[config.mk]
export PLATFORM = sky130hd
export DESIGN_NAME = i2c_master_register_access_unit
export DESIGN_NICKNAME = d
export VERILOG_FILES = /design/src/i2cm_pkg.sv /design/src/i2cm_cfg.sv /design/src/i2cm_seq.sv /design/src/i2cm_obuf.sv /design/src/i2c_master_register_access_unit.sv
export SDC_FILE = /design/constraint.sdc
export NUM_CORES = 1
export LEC_CHECK = 0
export BUFFER_PORTS_ARGS = -buffer_cell sky130_fd_sc_hd__buf_2
export CAP_MARGIN = 20
export CELL_PAD_IN_SITES_DETAIL_PLACEMENT = 0
export CELL_PAD_IN_SITES_GLOBAL_PLACEMENT = 1
export CORE_ASPECT_RATIO = 2
export CORE_MARGIN = 8
export CORE_UTILIZATION = 30
export DETAILED_ROUTE_END_ITERATION = 8
export HOLD_SLACK_MARGIN = 0.05
export PLACE_DENSITY_LB_ADDON = 0.1
export SYNTH_ARGS = -nofsm -noshare
export SYNTH_HDL_FRONTEND = slang
export SYNTH_SLANG_ARGS = --single-unit
[constraint.sdc]
create_clock -name clk -period 4.3 [get_ports clk]
set_input_delay 0.86 -clock clk [delete_from_list [all_inputs] [get_ports clk]]
set_output_delay 0.86 -clock clk [all_outputs]
set_load 0.1 [all_outputs]
[src/i2cm_pkg.sv]
`timescale 1ns / 1ps
`default_nettype none

package i2cm_pkg;

  // Bus sequencer phases.
  localparam logic [3:0] PH_IDLE    = 4'd0;
  localparam logic [3:0] PH_S_HIGH  = 4'd1;
  localparam logic [3:0] PH_S_FALL  = 4'd2;
  localparam logic [3:0] PH_S_LOW   = 4'd3;
  localparam logic [3:0] PH_B_LOW   = 4'd4;
  localparam logic [3:0] PH_B_HIGH  = 4'd5;
  localparam logic [3:0] PH_A_LOW   = 4'd6;
  localparam logic [3:0] PH_A_HIGH  = 4'd7;
  localparam logic [3:0] PH_RS_LOW  = 4'd8;
  localparam logic [3:0] PH_WAIT    = 4'd9;
  localparam logic [3:0] PH_RX_LOW  = 4'd10;
  localparam logic [3:0] PH_RX_HIGH = 4'd11;
  localparam logic [3:0] PH_M_LOW   = 4'd12;
  localparam logic [3:0] PH_M_HIGH  = 4'd13;
  localparam logic [3:0] PH_P_LOW   = 4'd14;
  localparam logic [3:0] PH_P_HIGH  = 4'd15;

  // Transaction stages.
  localparam logic [2:0] ST_ADDR_W = 3'd0;
  localparam logic [2:0] ST_REG    = 3'd1;
  localparam logic [2:0] ST_ADDR_R = 3'd2;
  localparam logic [2:0] ST_WDATA  = 3'd3;
  localparam logic [2:0] ST_RDATA  = 3'd4;
  localparam logic [2:0] ST_ABORT  = 3'd7;

  // Command codes.
  localparam logic [1:0] FN_TICK  = 2'd0;
  localparam logic [1:0] FN_WRITE = 2'd1;
  localparam logic [1:0] FN_READ  = 2'd2;
  localparam logic [1:0] FN_DATA  = 2'd3;

  // Configuration register indexes.
  localparam logic [1:0] CFG_DEV_ADDR   = 2'd0;
  localparam logic [1:0] CFG_POLL_LIMIT = 2'd1;
  localparam logic [1:0] CFG_ENABLE     = 2'd2;

  localparam logic [7:0] POLL_LIMIT_RESET = 8'd100;

  typedef struct packed {
    logic [6:0] device_address;
    logic [7:0] ack_poll_limit;
    logic       enable;
  } cfg_t;

  typedef struct packed {
    logic       scl_level;
    logic       sda_level;
    logic       sda_drive;
    logic       busy_res;
    logic       need_data;
    logic       read_valid;
    logic [7:0] read_data;
    logic       read_last;
    logic       done_res;
    logic       ack_error;
    logic       cmd_error;
  } res_t;

endpackage

`default_nettype wire

[src/i2cm_cfg.sv]
`timescale 1ns / 1ps
`default_nettype none

module i2cm_cfg (
  input  wire logic          clk,
  input  wire logic          rst,
  input  wire logic          cfg_valid,
  output logic               cfg_ready,
  input  wire logic [1:0]    cfg_index,
  input  wire logic [7:0]    cfg_data,
  output i2cm_pkg::cfg_t     cfg
);
  import i2cm_pkg::*;

  assign cfg_ready = 1'b1;

  always_ff @(posedge clk) begin
    if (rst) begin
      cfg.device_address <= 7'd0;
      cfg.ack_poll_limit <= POLL_LIMIT_RESET;
      cfg.enable         <= 1'b0;
    end else if (cfg_valid) begin
      unique case (cfg_index)
        CFG_DEV_ADDR:   cfg.device_address <= cfg_data[6:0];
        CFG_POLL_LIMIT: cfg.ack_poll_limit <= cfg_data;
        CFG_ENABLE:     cfg.enable         <= cfg_data[0];
        default: ;
      endcase
    end
  end

endmodule

`default_nettype wire

[src/i2cm_seq.sv]
`timescale 1ns / 1ps
`default_nettype none

module i2cm_seq (
  input  wire logic          clk,
  input  wire logic          rst,
  input  wire logic          step,
  input  wire logic [1:0]    func,
  input  wire logic [7:0]    reg_addr,
  input  wire logic [7:0]    data_byte,
  input  wire logic [7:0]    byte_count,
  input  wire logic          sda_sample,
  input  i2cm_pkg::cfg_t     cfg,
  output i2cm_pkg::res_t     res
);
  import i2cm_pkg::*;

  logic [3:0] phase, phase_next;
  logic [2:0] stage, stage_next;
  logic [3:0] bit_index, bit_index_next;
  logic [7:0] shift_reg, shift_reg_next;
  logic [7:0] bytes_left, bytes_left_next;
  logic [7:0] saved_reg_addr, saved_reg_addr_next;
  logic       is_read, is_read_next;
  logic [7:0] poll_count, poll_count_next;
  logic       scl_reg, scl_reg_next;
  logic       sda_reg, sda_reg_next;

  logic       rd_valid, rd_last, done, abort_err, cmd_err, drive;
  logic [7:0] rd_data, shifted, rx_shift, tx_byte, bytes_dec;
  logic [3:0] bit_inc;

  always_comb begin
    phase_next          = phase;
    stage_next          = stage;
    bit_index_next      = bit_index;
    shift_reg_next      = shift_reg;
    bytes_left_next     = bytes_left;
    saved_reg_addr_next = saved_reg_addr;
    is_read_next        = is_read;
    poll_count_next     = poll_count;
    scl_reg_next        = scl_reg;
    sda_reg_next        = sda_reg;
    rd_valid            = 1'b0;
    rd_data             = 8'd0;
    rd_last             = 1'b0;
    done                = 1'b0;
    abort_err           = 1'b0;
    cmd_err             = 1'b0;

    shifted   = {shift_reg[6:0], 1'b0};
    rx_shift  = {shift_reg[6:0], sda_sample};
    bit_inc   = bit_index + 4'd1;
    bytes_dec = bytes_left - 8'd1;
    tx_byte   = {cfg.device_address, (stage == ST_ADDR_R)};

    if (func == FN_WRITE || func == FN_READ) begin
      if (!cfg.enable || phase != PH_IDLE || byte_count == 8'd0) begin
        cmd_err = 1'b1;
      end else begin
        saved_reg_addr_next = reg_addr;
        bytes_left_next     = byte_count;
        is_read_next        = (func == FN_READ);
        stage_next          = ST_ADDR_W;
        poll_count_next     = 8'd0;
        bit_index_next      = 4'd0;
        shift_reg_next      = 8'd0;
        phase_next          = PH_S_HIGH;
        scl_reg_next        = 1'b1;
        sda_reg_next        = 1'b1;
      end
    end else if (func == FN_DATA) begin
      if (phase == PH_WAIT) begin
        shift_reg_next = data_byte;
        bit_index_next = 4'd0;
        phase_next     = PH_B_LOW;
        scl_reg_next   = 1'b0;
        sda_reg_next   = data_byte[7];
      end
    end else begin
      unique case (phase)
        PH_IDLE, PH_WAIT: ;
        PH_S_HIGH: begin
          phase_next = PH_S_FALL; scl_reg_next = 1'b1; sda_reg_next = 1'b0;
        end
        PH_S_FALL: begin
          phase_next = PH_S_LOW; scl_reg_next = 1'b0; sda_reg_next = 1'b0;
        end
        PH_S_LOW: begin
          shift_reg_next = tx_byte;
          bit_index_next = 4'd0;
          phase_next     = PH_B_LOW;
          scl_reg_next   = 1'b0;
          sda_reg_next   = tx_byte[7];
        end
        PH_B_LOW: begin
          phase_next = PH_B_HIGH; scl_reg_next = 1'b1;
        end
        PH_B_HIGH: begin
          shift_reg_next = shifted;
          bit_index_next = bit_inc;
          scl_reg_next   = 1'b0;
          if (bit_inc < 4'd8) begin
            phase_next   = PH_B_LOW;
            sda_reg_next = shifted[7];
          end else begin
            poll_count_next = 8'd0;
            phase_next      = PH_A_LOW;
            sda_reg_next    = 1'b1;
          end
        end
        PH_A_LOW: begin
          phase_next = PH_A_HIGH; scl_reg_next = 1'b1; sda_reg_next = 1'b1;
        end
        PH_A_HIGH: begin
          if (!sda_sample) begin
            scl_reg_next = 1'b0;
            case (stage)
              ST_ADDR_W: begin
                stage_next     = ST_REG;
                shift_reg_next = saved_reg_addr;
                bit_index_next = 4'd0;
                phase_next     = PH_B_LOW;
                sda_reg_next   = saved_reg_addr[7];
              end
              ST_REG: begin
                if (is_read) begin
                  stage_next   = ST_ADDR_R;
                  phase_next   = PH_RS_LOW;
                  sda_reg_next = 1'b1;
                end else begin
                  stage_next   = ST_WDATA;
                  phase_next   = PH_WAIT;
                  sda_reg_next = 1'b0;
                end
              end
              ST_ADDR_R: begin
                stage_next     = ST_RDATA;
                shift_reg_next = 8'd0;
                bit_index_next = 4'd0;
                phase_next     = PH_RX_LOW;
                sda_reg_next   = 1'b1;
              end
              default: begin
                // Every data byte acknowledged counts down the transfer.
                bytes_left_next = bytes_dec;
                phase_next      = (bytes_dec == 8'd0) ? PH_P_LOW : PH_WAIT;
                sda_reg_next    = 1'b0;
              end
            endcase
          end else if (poll_count >= cfg.ack_poll_limit) begin
            stage_next   = ST_ABORT;
            phase_next   = PH_P_LOW;
            scl_reg_next = 1'b0;
            sda_reg_next = 1'b0;
          end else begin
            poll_count_next = poll_count + 8'd1;
          end
        end
        PH_RS_LOW: begin
          phase_next = PH_S_HIGH; scl_reg_next = 1'b1; sda_reg_next = 1'b1;
        end
        PH_RX_LOW: begin
          phase_next = PH_RX_HIGH; scl_reg_next = 1'b1; sda_reg_next = 1'b1;
        end
        PH_RX_HIGH: begin
          shift_reg_next = rx_shift;
          bit_index_next = bit_inc;
          scl_reg_next   = 1'b0;
          if (bit_inc < 4'd8) begin
            phase_next   = PH_RX_LOW;
            sda_reg_next = 1'b1;
          end else begin
            rd_valid     = 1'b1;
            rd_data      = rx_shift;
            rd_last      = (bytes_left == 8'd1);
            // NACK the last byte, ACK the others.
            phase_next   = PH_M_LOW;
            sda_reg_next = (bytes_left == 8'd1);
          end
        end
        PH_M_LOW: begin
          phase_next = PH_M_HIGH; scl_reg_next = 1'b1;
        end
        PH_M_HIGH: begin
          bytes_left_next = bytes_dec;
          scl_reg_next    = 1'b0;
          if (bytes_dec == 8'd0) begin
            phase_next   = PH_P_LOW;
            sda_reg_next = 1'b0;
          end else begin
            shift_reg_next = 8'd0;
            bit_index_next = 4'd0;
            phase_next     = PH_RX_LOW;
            sda_reg_next   = 1'b1;
          end
        end
        PH_P_LOW: begin
          phase_next = PH_P_HIGH; scl_reg_next = 1'b1; sda_reg_next = 1'b0;
        end
        PH_P_HIGH: begin
          done         = 1'b1;
          abort_err    = (stage == ST_ABORT);
          stage_next   = ST_ADDR_W;
          phase_next   = PH_IDLE;
          scl_reg_next = 1'b1;
          sda_reg_next = 1'b1;
        end
      endcase
    end

    drive = !(phase_next == PH_IDLE || phase_next == PH_A_LOW ||
              phase_next == PH_A_HIGH || phase_next == PH_RX_LOW ||
              phase_next == PH_RX_HIGH);

    res.scl_level  = scl_reg_next;
    res.sda_level  = drive ? sda_reg_next : 1'b1;
    res.sda_drive  = drive;
    res.busy_res   = (phase_next != PH_IDLE);
    res.need_data  = (phase_next == PH_WAIT);
    res.read_valid = rd_valid;
    res.read_data  = rd_data;
    res.read_last  = rd_last;
    res.done_res   = done;
    res.ack_error  = abort_err;
    res.cmd_error  = cmd_err;
  end

  always_ff @(posedge clk) begin
    if (rst) begin
      phase          <= PH_IDLE;
      stage          <= ST_ADDR_W;
      bit_index      <= 4'd0;
      shift_reg      <= 8'd0;
      bytes_left     <= 8'd0;
      saved_reg_addr <= 8'd0;
      is_read        <= 1'b0;
      poll_count     <= 8'd0;
      scl_reg        <= 1'b1;
      sda_reg        <= 1'b1;
    end else if (step) begin
      phase          <= phase_next;
      stage          <= stage_next;
      bit_index      <= bit_index_next;
      shift_reg      <= shift_reg_next;
      bytes_left     <= bytes_left_next;
      saved_reg_addr <= saved_reg_addr_next;
      is_read        <= is_read_next;
      poll_count     <= poll_count_next;
      scl_reg        <= scl_reg_next;
      sda_reg        <= sda_reg_next;
    end
  end

endmodule

`default_nettype wire

[src/i2cm_obuf.sv]
`timescale 1ns / 1ps
`default_nettype none

module i2cm_obuf (
  input  wire logic          clk,
  input  wire logic          rst,
  input  wire logic          push,
  input  i2cm_pkg::res_t     push_res,
  output logic               space,
  output logic               out_valid,
  input  wire logic          out_ready,
  output i2cm_pkg::res_t     out_res
);
  import i2cm_pkg::*;

  logic skid_valid;
  res_t skid_res;
  logic pop;

  // The skid word lets the sequencer take one more word while the
  // output word is stalled.
  assign space = !skid_valid;
  assign pop   = out_valid && out_ready;

  always_ff @(posedge clk) begin
    if (rst) begin
      out_valid  <= 1'b0;
      skid_valid <= 1'b0;
    end else if (!out_valid || pop) begin
      out_valid  <= skid_valid || push;
      skid_valid <= 1'b0;
    end else if (push) begin
      skid_valid <= 1'b1;
    end
  end

  always_ff @(posedge clk) begin
    if (!out_valid || pop) begin
      out_res <= skid_valid ? skid_res : push_res;
    end else if (push) begin
      skid_res <= push_res;
    end
  end

endmodule

`default_nettype wire

[src/i2c_master_register_access_unit.sv]
`timescale 1ns / 1ps
`default_nettype none

// I2C master register access unit.
// The input channel (in_valid/in_ready) takes one command word per cycle:
// a tick that advances the bus sequencer one phase step and carries the
// sampled SDA level, a begin-write or begin-read command, or a write data
// byte. Every accepted word produces exactly one result word on the output
// channel (out_valid/out_ready) with the SCL/SDA drive levels after the
// step and the status flags of that step.
// Each result word is registered in the output word, or in the skid word
// while that stalls; throughput is one word per cycle while in_ready is high.
// The configuration channel (cfg_valid/cfg_ready) is always ready and
// writes the device address, ACK poll limit and enable by index; write it
// only while no result is outstanding.
// Reset puts the bus idle with SCL and SDA released, clears the
// configuration except the poll limit, which comes up at 100, and empties
// the output words. When the receiver stalls, one more result word is held
// in a skid word, after which in_ready drops until the output drains.
module i2c_master_register_access_unit (
  input  wire logic       clk,
  input  wire logic       rst,
  input  wire logic       cfg_valid,
  output logic            cfg_ready,
  input  wire logic [1:0] cfg_index,
  input  wire logic [7:0] cfg_data,
  input  wire logic       in_valid,
  output logic            in_ready,
  input  wire logic [1:0] func,
  input  wire logic [7:0] reg_addr,
  input  wire logic [7:0] data_byte,
  input  wire logic [7:0] byte_count,
  input  wire logic       sda_sample,
  output logic            out_valid,
  input  wire logic       out_ready,
  output logic            scl_level,
  output logic            sda_level,
  output logic            sda_drive,
  output logic            busy_res,
  output logic            need_data,
  output logic            read_valid,
  output logic [7:0]      read_data,
  output logic            read_last,
  output logic            done_res,
  output logic            ack_error,
  output logic            cmd_error
);
  import i2cm_pkg::*;

  cfg_t cfg;
  res_t step_res;
  res_t out_res;
  logic step;

  assign step = in_valid && in_ready;

  i2cm_cfg u_cfg (
    .clk       (clk),
    .rst       (rst),
    .cfg_valid (cfg_valid),
    .cfg_ready (cfg_ready),
    .cfg_index (cfg_index),
    .cfg_data  (cfg_data),
    .cfg       (cfg)
  );

  i2cm_seq u_seq (
    .clk        (clk),
    .rst        (rst),
    .step       (step),
    .func       (func),
    .reg_addr   (reg_addr),
    .data_byte  (data_byte),
    .byte_count (byte_count),
    .sda_sample (sda_sample),
    .cfg        (cfg),
    .res        (step_res)
  );

  i2cm_obuf u_obuf (
    .clk       (clk),
    .rst       (rst),
    .push      (step),
    .push_res  (step_res),
    .space     (in_ready),
    .out_valid (out_valid),
    .out_ready (out_ready),
    .out_res   (out_res)
  );

  assign scl_level  = out_res.scl_level;
  assign sda_level  = out_res.sda_level;
  assign sda_drive  = out_res.sda_drive;
  assign busy_res   = out_res.busy_res;
  assign need_data  = out_res.need_data;
  assign read_valid = out_res.read_valid;
  assign read_data  = out_res.read_data;
  assign read_last  = out_res.read_last;
  assign done_res   = out_res.done_res;
  assign ack_error  = out_res.ack_error;
  assign cmd_error  = out_res.cmd_error;

endmodule

`default_nettype wire

# Word-level counts from Yosys, hierarchy flattened
# Cells that the tools add are included.
# word_totals
memories	0
latchBits	0
reg_bits	99
elab_cells	222
ramBits	0
romBits	0
in_bits	42
# classes
n_mux	90
n_div	0
n_bitwise	2
shifts	0
reduce_logical	45
eq_ne	43
n_lt_le_gt_ge	2
addsub	3
mul	0
# ops
operator	count
$mux 8	15
$pmux 4 s14	1
$mux 4	13
$eq 4x4->1 const B	11
$mux 1	35
$mux 7	5
$pmux 7 s5	1
$pmux 8 s2	2
$eq 4x3->1 const B	6
$mux 3	8
$reduce_and 7->1	3
$mux 18	1
$ne 3x2->1 const B	6
$logic_not 8->1	2
$ne 4x2->1 const B	4
$pmux 4 s4	1
$pmux 7 s2	1
$pmux 4 s3	1
$reduce_and 6->1	2
$logic_or 1x1->1	9
$pmux 3 s3	1
$reduce_bool 3->1	3
$add 8x1->8 const B	1
$eq 4x2->1 const B	2
35 further kinds	51

# Longest topological paths before layout
# Gate-level depths: netlist (run 1).
# depth
ltp_word	15
mapped_depth	13
ltp_nobuf	10

# Hierarchy
# Synthesis (run 1) repeated with hierarchy kept, for this count alone.
# unflattened
hier_cells	653
hier_area_um2	5873.1
# by_module_without_submodules
mod	cells_per_inst	instances	area_per_inst_um2
i2cm_seq	517	1	3714.8
i2cm_obuf	65	1	1445.1
i2cm_cfg	70	1	706.9
i2c_master_register_access_unit	1	1	6.3

# Worst setup path before layout (run 1)
# Ideal clock, no wire load.
# synth_path
kind	input to register
from	in byte_count[4]
to	reg, netlist name u_obuf.out_res[14]
t_arrival_ps	3007
path_buffers	1
path_stages	8
required_ps	4038
slack_ps	1031
path_cell_list	or4_1 -> o2111a_1 -> nand2b_2 -> o21ai_0 -> a31oi_1 -> or4b_4 -> buf_6 -> mux2_4
# synth_rtl
element	line_no	text
start, declared	i2c_master_register_access_unit.sv:32	input wire logic [7:0] byte_count,

==> impl_metrics.json, run 1 <==
{
  "place_ws_ns": 0.727,
  "finalCritPeriodShare_pct": 82.4,
  "path_class": "reg2reg",
  "grt_pass1_vias": 4896,
  "reg.largest.list": "u_obuf.out_res: 18 flops, u_obuf.skid_res: 18 flops, u_cfg.cfg: 16 flops",
  "arrival_ns": 3.66,
  "yosys.area.top_type": "dfxtp_1",
  "pwr-share-seq_pct": 44.0,
  "grt_setup_unrepaired": "false",
  "swShare_pct": 31.9,
  "place_area_sq_mm": 0.00607,
  "crit_path_end": "u_obuf.skid_res[15]",
  "layout-drive-gt1-share_pct": 19.6,
  "rows": 70,
  "cts.hold.buffers_added": 0,
  "status": "finished, final reports clean",
  "finalSetupViolations": 0,
  "coreArea_sq_mm": 0.0182,
  "synthTopCellsByArea": "dfxtp_1 (23%), edfxtp_1 (20%), nand2_1 (4.5%)",
  "worst_r2r_startpoint": "u_seq.bytes_left[0]",
  "syn_area_per_cell_sq_um": 8.93,
  "gp_congestion": 0.907,
  "drc": 0,
  "grt_max_degree": 37,
  "skew_ns": 0.0100,
  "reg2reg_setup_slack_ns": 0.76,
  "fmax_mhz": 282,
  "wire_per_inst_um": 19.5,
  "maxSlewViolCount": 0,
  "cts_tree": "built",
  "grt_pass1_wl_mm": 27.6,
  "p_switching_w": 0.000755,
  "reg2reg_to": "u_obuf.skid_res[15]",
  "worstMarginPinSlew_ns": 0.918,
  "ys_seq_area_share_pct": 42.3,
  "root_buffer": "clkbuf_16",
  "via_per_inst": 5.39,
  "clkTransAtPathRegs_ns": 0.08,
  "p_int_w": 0.00161,
  "path_max_fanout": 11,
  "ir_drop_mv": 0.228,
  "synthToLayoutAreaGrowth_pct": 15.2,
  "synth_ff_type": "dfxtp_1",
  "min_path_type": "reg2reg",
  "clockBufferDepth": 2,
  "synth-seq-cells": 99,
  "hold_violations": 0,
  "initial_core_util_pct": 30.4,
  "nNetsFinal": 728,
  "nFillCells": 1906,
  "setup-tns-final_ns": 0,
  "combPwrFrac_pct": 19.7,
  "yosys_warnings": 0,
  "startpoint_type": "register",
  "n_antenna_cell": 0,
  "wl_mm": 17.4,
  "async_flop_share_pct": 0,
  "antenna_found_initial": 0,
  "syn-cell-area_sq_mm": 0.00554,
  "die_w_um": 112,
  "synth-edff-count": 36,
  "overflow": 0,
  "cts.sinks": 99,
  "synth_fp_nets": 678,
  "powerDensity_mw_per_mm2": 372,
  "crit_start": "u_seq.bytes_left[0]",
  "vias": 4805,
  "max_slew_margin_pct": 38.8,
  "setup_slack_ns": 0.756,
  "cts_max_level": 3,
  "period_needed_ns": 3.54,
  "drt_iter0_drc": 323,
  "dr.pass1.iters": 5,
  "ant_nets": 0,
  "critPathCaptureType": "register",
  "portBuffers": 61,
  "pin_count": 63,
  "finish.instance_area_sq_mm": 0.00638,
  "synth_top_area_share_pct": 22.8,
  "cts_made_buffers": 9,
  "cap_viol_max_count": 0,
  "crit_required_ns": 4.41,
  "post_cts_buffers": 0,
  "regArea_sq_mm": 0.00234,
  "grtUsageTotal_pct": 15.2,
  "insertion_delay_ns": 0.35,
  "multiInputGateArea_sq_mm": 0.00293,
  "p_leak_nw": 2.49,
  "die_h_um": 208,
  "die_area_sq_mm": 0.0233,
  "synthCells": 620,
  "hpwl_mm": 13.4,
  "synth_cell_types": 82,
  "r2r_cells": 10,
  "cts_resized": 0,
  "clkPwrFrac_pct": 36.3
}
per-layer routing:
metal / GRT usage, % / wire length (um)
met1: 15.6 / 6730
met2: 28.2 / 9200
met3: 2.23 / 589
met4: 9.14 / 856
met5: 0 / 0
cell families (layout without fill, tap and decap cells):
kind of cell             Yosys count  after routing  share of synthesized area (%)
other                              1              1                         0.0677
buffers and inverters             62            117                           4.70
flip-flops                        99             99                           42.3
multiplexers                      33             33                           6.35
AND/OR/NAND/NOR                  249            249                           23.3
adder cells (fa/ha/maj)           16             16                           3.62
AO/OA/AOI/OAI                    149            149                           17.9
XOR/XNOR                          11             11                           1.74
synthesized netlist by cell type, drive strengths merged, types with 3 or more instances:
cell type and instances:
dfxtp 63, or2 4, inv 21, and3 8, or4 9, nor2b 4, o21ai 33, or3 12
clkbuf 28, a222oi 6, a21oi 50, nor3b 3, a22oi 3, o22ai 3, o211ai 4, buf 13
a211o 3, xor2 8, nand4 6, xnor2 3, nor2 67, o31ai 3, ha 16, mux2 14
mux2i 19, nand3 13, edfxtp 36, nand2b 13, o21a 5, nor3 17, a221oi 3, and2 10
a211oi 11, nand2 67, nand3b 4, nor4 3
cell usage in the layout, fill, tap and decap left out, types with 8 or more instances in the layout:
cell type / n
nor2_1: 67
edfxtp_1: 36
o21ai_0: 31
clkbuf_16: 9
xor2_1: 8
nand3_1: 13
or3_1: 12
ha_1: 16
buf_4: 19
nor3_1: 16
a211oi_1: 11
nand2_1: 67
a21oi_1: 48
buf_2: 61
mux2_2: 13
inv_1: 20
mux2i_1: 19
dfxtp_1: 63
and2_1: 10
nand2b_1: 12
worst max-delay path, stage by stage (launching register included):
cell and delay [ns]:
dfxtp_1 0.51, inv_1 0.15, ha_1 0.37, or3b_2 0.50, o22ai_1 0.20, o2111a_1 0.21
o21ai_1 0.12, a311oi_1 0.43, nor2_1 0.15, or3_1 0.42, and3_2 0.24
through the flow:
| stage | hold slack, ns | cells | util (%) | total power (W) |
|---|---|---|---|---|
| 2_1_floorplan | 0.431 | 620 | - | 0.00142 |
| 3_3_place_gp | 0.442 | 875 | 33.3 | 0.00153 |
| 3_5_place_dp | 0.448 | 875 | 33.3 | 0.00153 |
| 4_1_cts | 0.459 | 891 | 35.0 | 0.00240 |
| 5_1_grt | 0.486 | 891 | 35.0 | 0.00247 |
| 6_report | 0.456 | 891 | 35.0 | 0.00237 |
area by class of cell:
| type | count | share of cell area (%) |
|---|---|---|
| Sequential cell | 99 | 36.7 |
| Inverter | 21 | 1.24 |
| Clock buffer | 10 | 3.59 |
| Tap cell | 216 | 4.24 |
| Multi-Input combinational cell | 459 | 46.0 |
| Timing Repair Buffer | 80 | 7.02 |
| Clock inverter | 6 | 1.22 |
how the worst min path moves through the flow:
stage	cells after the start	from	slack [ns]	to
CTS	2	u_seq.saved_reg_addr[1]	0.46	u_seq.saved_reg_addr[1]
global route	2	u_seq.saved_reg_addr[1]	0.49	u_seq.saved_reg_addr[1]
finish	2	u_seq.saved_reg_addr[0]	0.46	u_seq.saved_reg_addr[0]
floorplan	2	u_seq.saved_reg_addr[1]	0.43	u_seq.saved_reg_addr[1]
global placement	2	u_seq.saved_reg_addr[1]	0.44	u_seq.saved_reg_addr[1]
detailed placement	2	u_seq.saved_reg_addr[1]	0.45	u_seq.saved_reg_addr[1]
power by group through the flow:
stage,clock [W],sequential [W],combinational [W]
floorplan,0,0.00118,0.000240
global placement,0,0.00106,0.000463
detailed placement,0,0.00106,0.000467
CTS,0.000887,0.00104,0.000469
global route,0.000921,0.00105,0.000503
finish,0.000860,0.00104,0.000468
No activity file was read; power rests on OpenSTA's default activity.
==> run 2, diff against run 1 <==
- ABC_AREA: unset -> 1
- clock period: 4.3 -> 3.4 ns (I/O delays scaled with it)
==> run 2 against run 1 <==
  * Combinational power is 44% higher
  * Non-clock buffer count fell by 7
  * Clock skew grew 0.0037 ns
  * Largest cell class unchanged
  * Clock power up 29%
  * Critical path depth rose by 5
==> impl_metrics.json, run 2 <==
{
  "status": "finished, final reports clean",
  "ant_nets": 0,
  "nNetsFinal": 852,
  "synth_top_area_share_pct": 22.7,
  "clockBufferDepth": 2,
  "ys_seq_area_share_pct": 42.2,
  "gp_congestion": 0.869,
  "cts_tree": "built",
  "synthToLayoutAreaGrowth_pct": 15.8,
  "dr.pass1.iters": 5,
  "crit_required_ns": 3.51,
  "overflow": 0,
  "antenna_found_initial": 0,
  "max_slew_margin_pct": 43.2,
  "synthMuxAreaShare_pct": 0,
  "skew_ns": 0.0138,
  "die_w_um": 112,
  "wire_per_inst_um": 16.5,
  "critPathCaptureType": "register",
  "synth-xor-area-share_pct": 0.632,
  "powerDensity_mw_per_mm2": 487,
  "crit_top_cell": "nand2_1",
  "grt_pass1_wl_mm": 26.4,
  "crit_path_cell_trace": "inv_1, ha_1, nand2_1, nor2_1, nand4_1, nand3_1, nor2_1, o21ai_0, nand4_1, nand2_1, nand3_1, nand2_1, nand3_2, nand2_1, nand2_1",
  "combPwrFrac_pct": 21.6,
  "coreArea_sq_mm": 0.0182,
  "synth_compound_area_share_pct": 17.6,
  "finalSetupViolations": 0,
  "cp_slowest_cell": "dfxtp_1",
  "cts_made_buffers": 9,
  "path_class": "reg2reg",
  "yosys.area.top_type": "dfxtp_1",
  "grtUsageTotal_pct": 14.5,
  "post_cts_buffers": 0,
  "cap_viol_max_count": 0,
  "path_max_fanout": 4,
  "n_antenna_cell": 0,
  "drc": 0,
  "rows": 70,
  "hold_violations": 0,
  "p_switching_w": 0.00105,
  "drt_iter0_drc": 181,
  "grt_setup_unrepaired": "false",
  "grt_max_degree": 37,
  "yosys_warnings": 0,
  "root_buffer": "clkbuf_16",
  "min_path_type": "reg2reg",
  "period_needed_ns": 2.64,
  "async_flop_share_pct": 0,
  "clkTransAtPathRegs_ns": 0.08,
  "p_int_w": 0.00208,
  "wl_mm": 16.7,
  "final_common_cell": "nand2_1",
  "arrival_ns": 2.75,
  "maxSlewViolCount": 0,
  "cts.sinks": 99,
  "synth_cell_types": 52,
  "synthAdderAreaFrac_pct": 3.61,
  "synthTopCellsByArea": "dfxtp_1 (23%), edfxtp_1 (19%), nand2_1 (9.5%)",
  "layout-drive-gt1-share_pct": 19.4,
  "reg.largest.list": "u_obuf.out_res: 18 flops, u_obuf.skid_res: 18 flops, u_cfg.cfg: 16 flops",
  "vias": 4961,
  "worstMarginPinSlew_ns": 0.850,
  "grt_pass1_vias": 5054,
  "finalCritPeriodShare_pct": 77.5,
  "cts_resized": 0,
  "p_leak_nw": 2.72,
  "ir_drop_mv": 0.214,
  "synth_top_family_by_area": "simple AND/OR/NAND/NOR gates",
  "synth_ff_type": "dfxtp_1",
  "fmax_mhz": 379,
  "swShare_pct": 33.6,
  "synth-simple-area-share_pct": 26.5,
  "via_per_inst": 4.89,
  "hpwl_mm": 13.5,
  "cts.hold.buffers_added": 0,
  "pwr-share-seq_pct": 43.0,
  "die_h_um": 208,
  "fin_util_pct": 35.3,
  "die_area_sq_mm": 0.0234,
  "final_cell_mix": "nand2_1 (140), inv_1 (88), nor2_1 (83), o21ai_0 (68), dfxtp_1 (63)",
  "cts_max_level": 3,
  "synth-edff-count": 36,
  "synth_most_common_cell": "nand2_1",
  "synth_top_cells_by_count": "nand2_1 (140), inv_1 (88), nor2_1 (83)",
  "pin_count": 63,
  "portBuffers": 61,
  "clkPwrFrac_pct": 35.4,
  "synth_fp_nets": 788,
  "initial_core_util_pct": 30.4,
  "setup-tns-final_ns": 0,
  "startpoint_type": "register",
  "insertion_delay_ns": 0.36,
  "critPathMaxStageDelay_ns": 0.31,
  "syn_area_per_cell_sq_um": 7.59,
  "syn-cell-area_sq_mm": 0.00554,
  "synth-seq-cells": 99,
  "synthCells": 730
}
-- run 2: changes by cell type in the layout (fill, tap and decap cells not counted), moves of 12 or more --
cell and change:
mux2_2 -13, mux2i_1 -19, inv_2 +12, nor2_2 +14, nand2b_1 -12, or3_1 -12, nand2_1 +73, nor2_1 +16
inv_1 +68, o21ai_0 +37
-- run 2: cell type report --
class | instances | area [sq um]
fillers | 1976 | 11800
multi-input cells | 505 | 2680
flip-flops and latches | 99 | 2340
inverters | 106 | 403
repair buffers | 73 | 395
clock buffers | 11 | 275
well taps | 216 | 270
clock inverters | 5 | 52.6
-- run 2: worst max-delay path: cells and delay by family, from the launching register on --
kind / cells / cell delay [ns]
and+or+nand+nor: 12 / 1.47
DFF: 1 / 0.31
adders and majority gates: 1 / 0.30
AOI/OAI and AO/OA: 1 / 0.24
buffers and inverters: 1 / 0.06
-- run 2: power by group through the flow --
stage                     Sequential, W  Clock (W)  Combinational [W]
after floorplan                 0.00152          0           0.000360
after global placement          0.00137          0           0.000679
after detailed placement        0.00137          0           0.000678
after CTS                       0.00135    0.00114           0.000681
after global routing            0.00135    0.00118           0.000741
final                           0.00134    0.00111           0.000674
-- run 2: layer usage --
metal	vias up	global-route usage (%)	wire length, um
met2	122	28.2	9310
met4	0	7.54	524
li1	2543	-	-
met5	-	0	0
met3	29	2.64	621
met1	2267	14.0	6260
-- run 2: path summary, 6_finish.rpt --
path,start,to,slack [ns],cells after the start
setup / recovery,u_cfg.cfg[8],u_obuf.out_res[16],0.76,15
hold / removal,u_seq.saved_reg_addr[7],u_seq.saved_reg_addr[7],0.45,2
setup reg to reg,u_cfg.cfg[8],u_obuf.out_res[16],0.76,15
hold reg to reg,u_seq.saved_reg_addr[7],u_seq.saved_reg_addr[7],0.45,2
-- run 2: per-stage QoR --
stage                     total power [W]  cells  worst slack [ns]  hold WS (ns)  area, sq um
final                             0.00313   1015             0.763         0.448         6420
after floorplan                   0.00188    730             0.747         0.424         5540
after global placement            0.00205    999             0.602         0.438         6090
after CTS                         0.00317   1015             0.714         0.451         6420
after global routing              0.00328   1015             0.544         0.470         6420
after detailed placement          0.00205    999             0.528         0.441         6090
-- run 2: cells by family (layout without fill, tap and decap cells) --
group / count (synthesis) / after routing
compound gates: 170 / 170
xor+xnor: 4 / 4
fa+ha+maj: 16 / 16
buf+inv: 126 / 195
flops: 99 / 99
other cells: 1 / 1
simple gates: 314 / 314
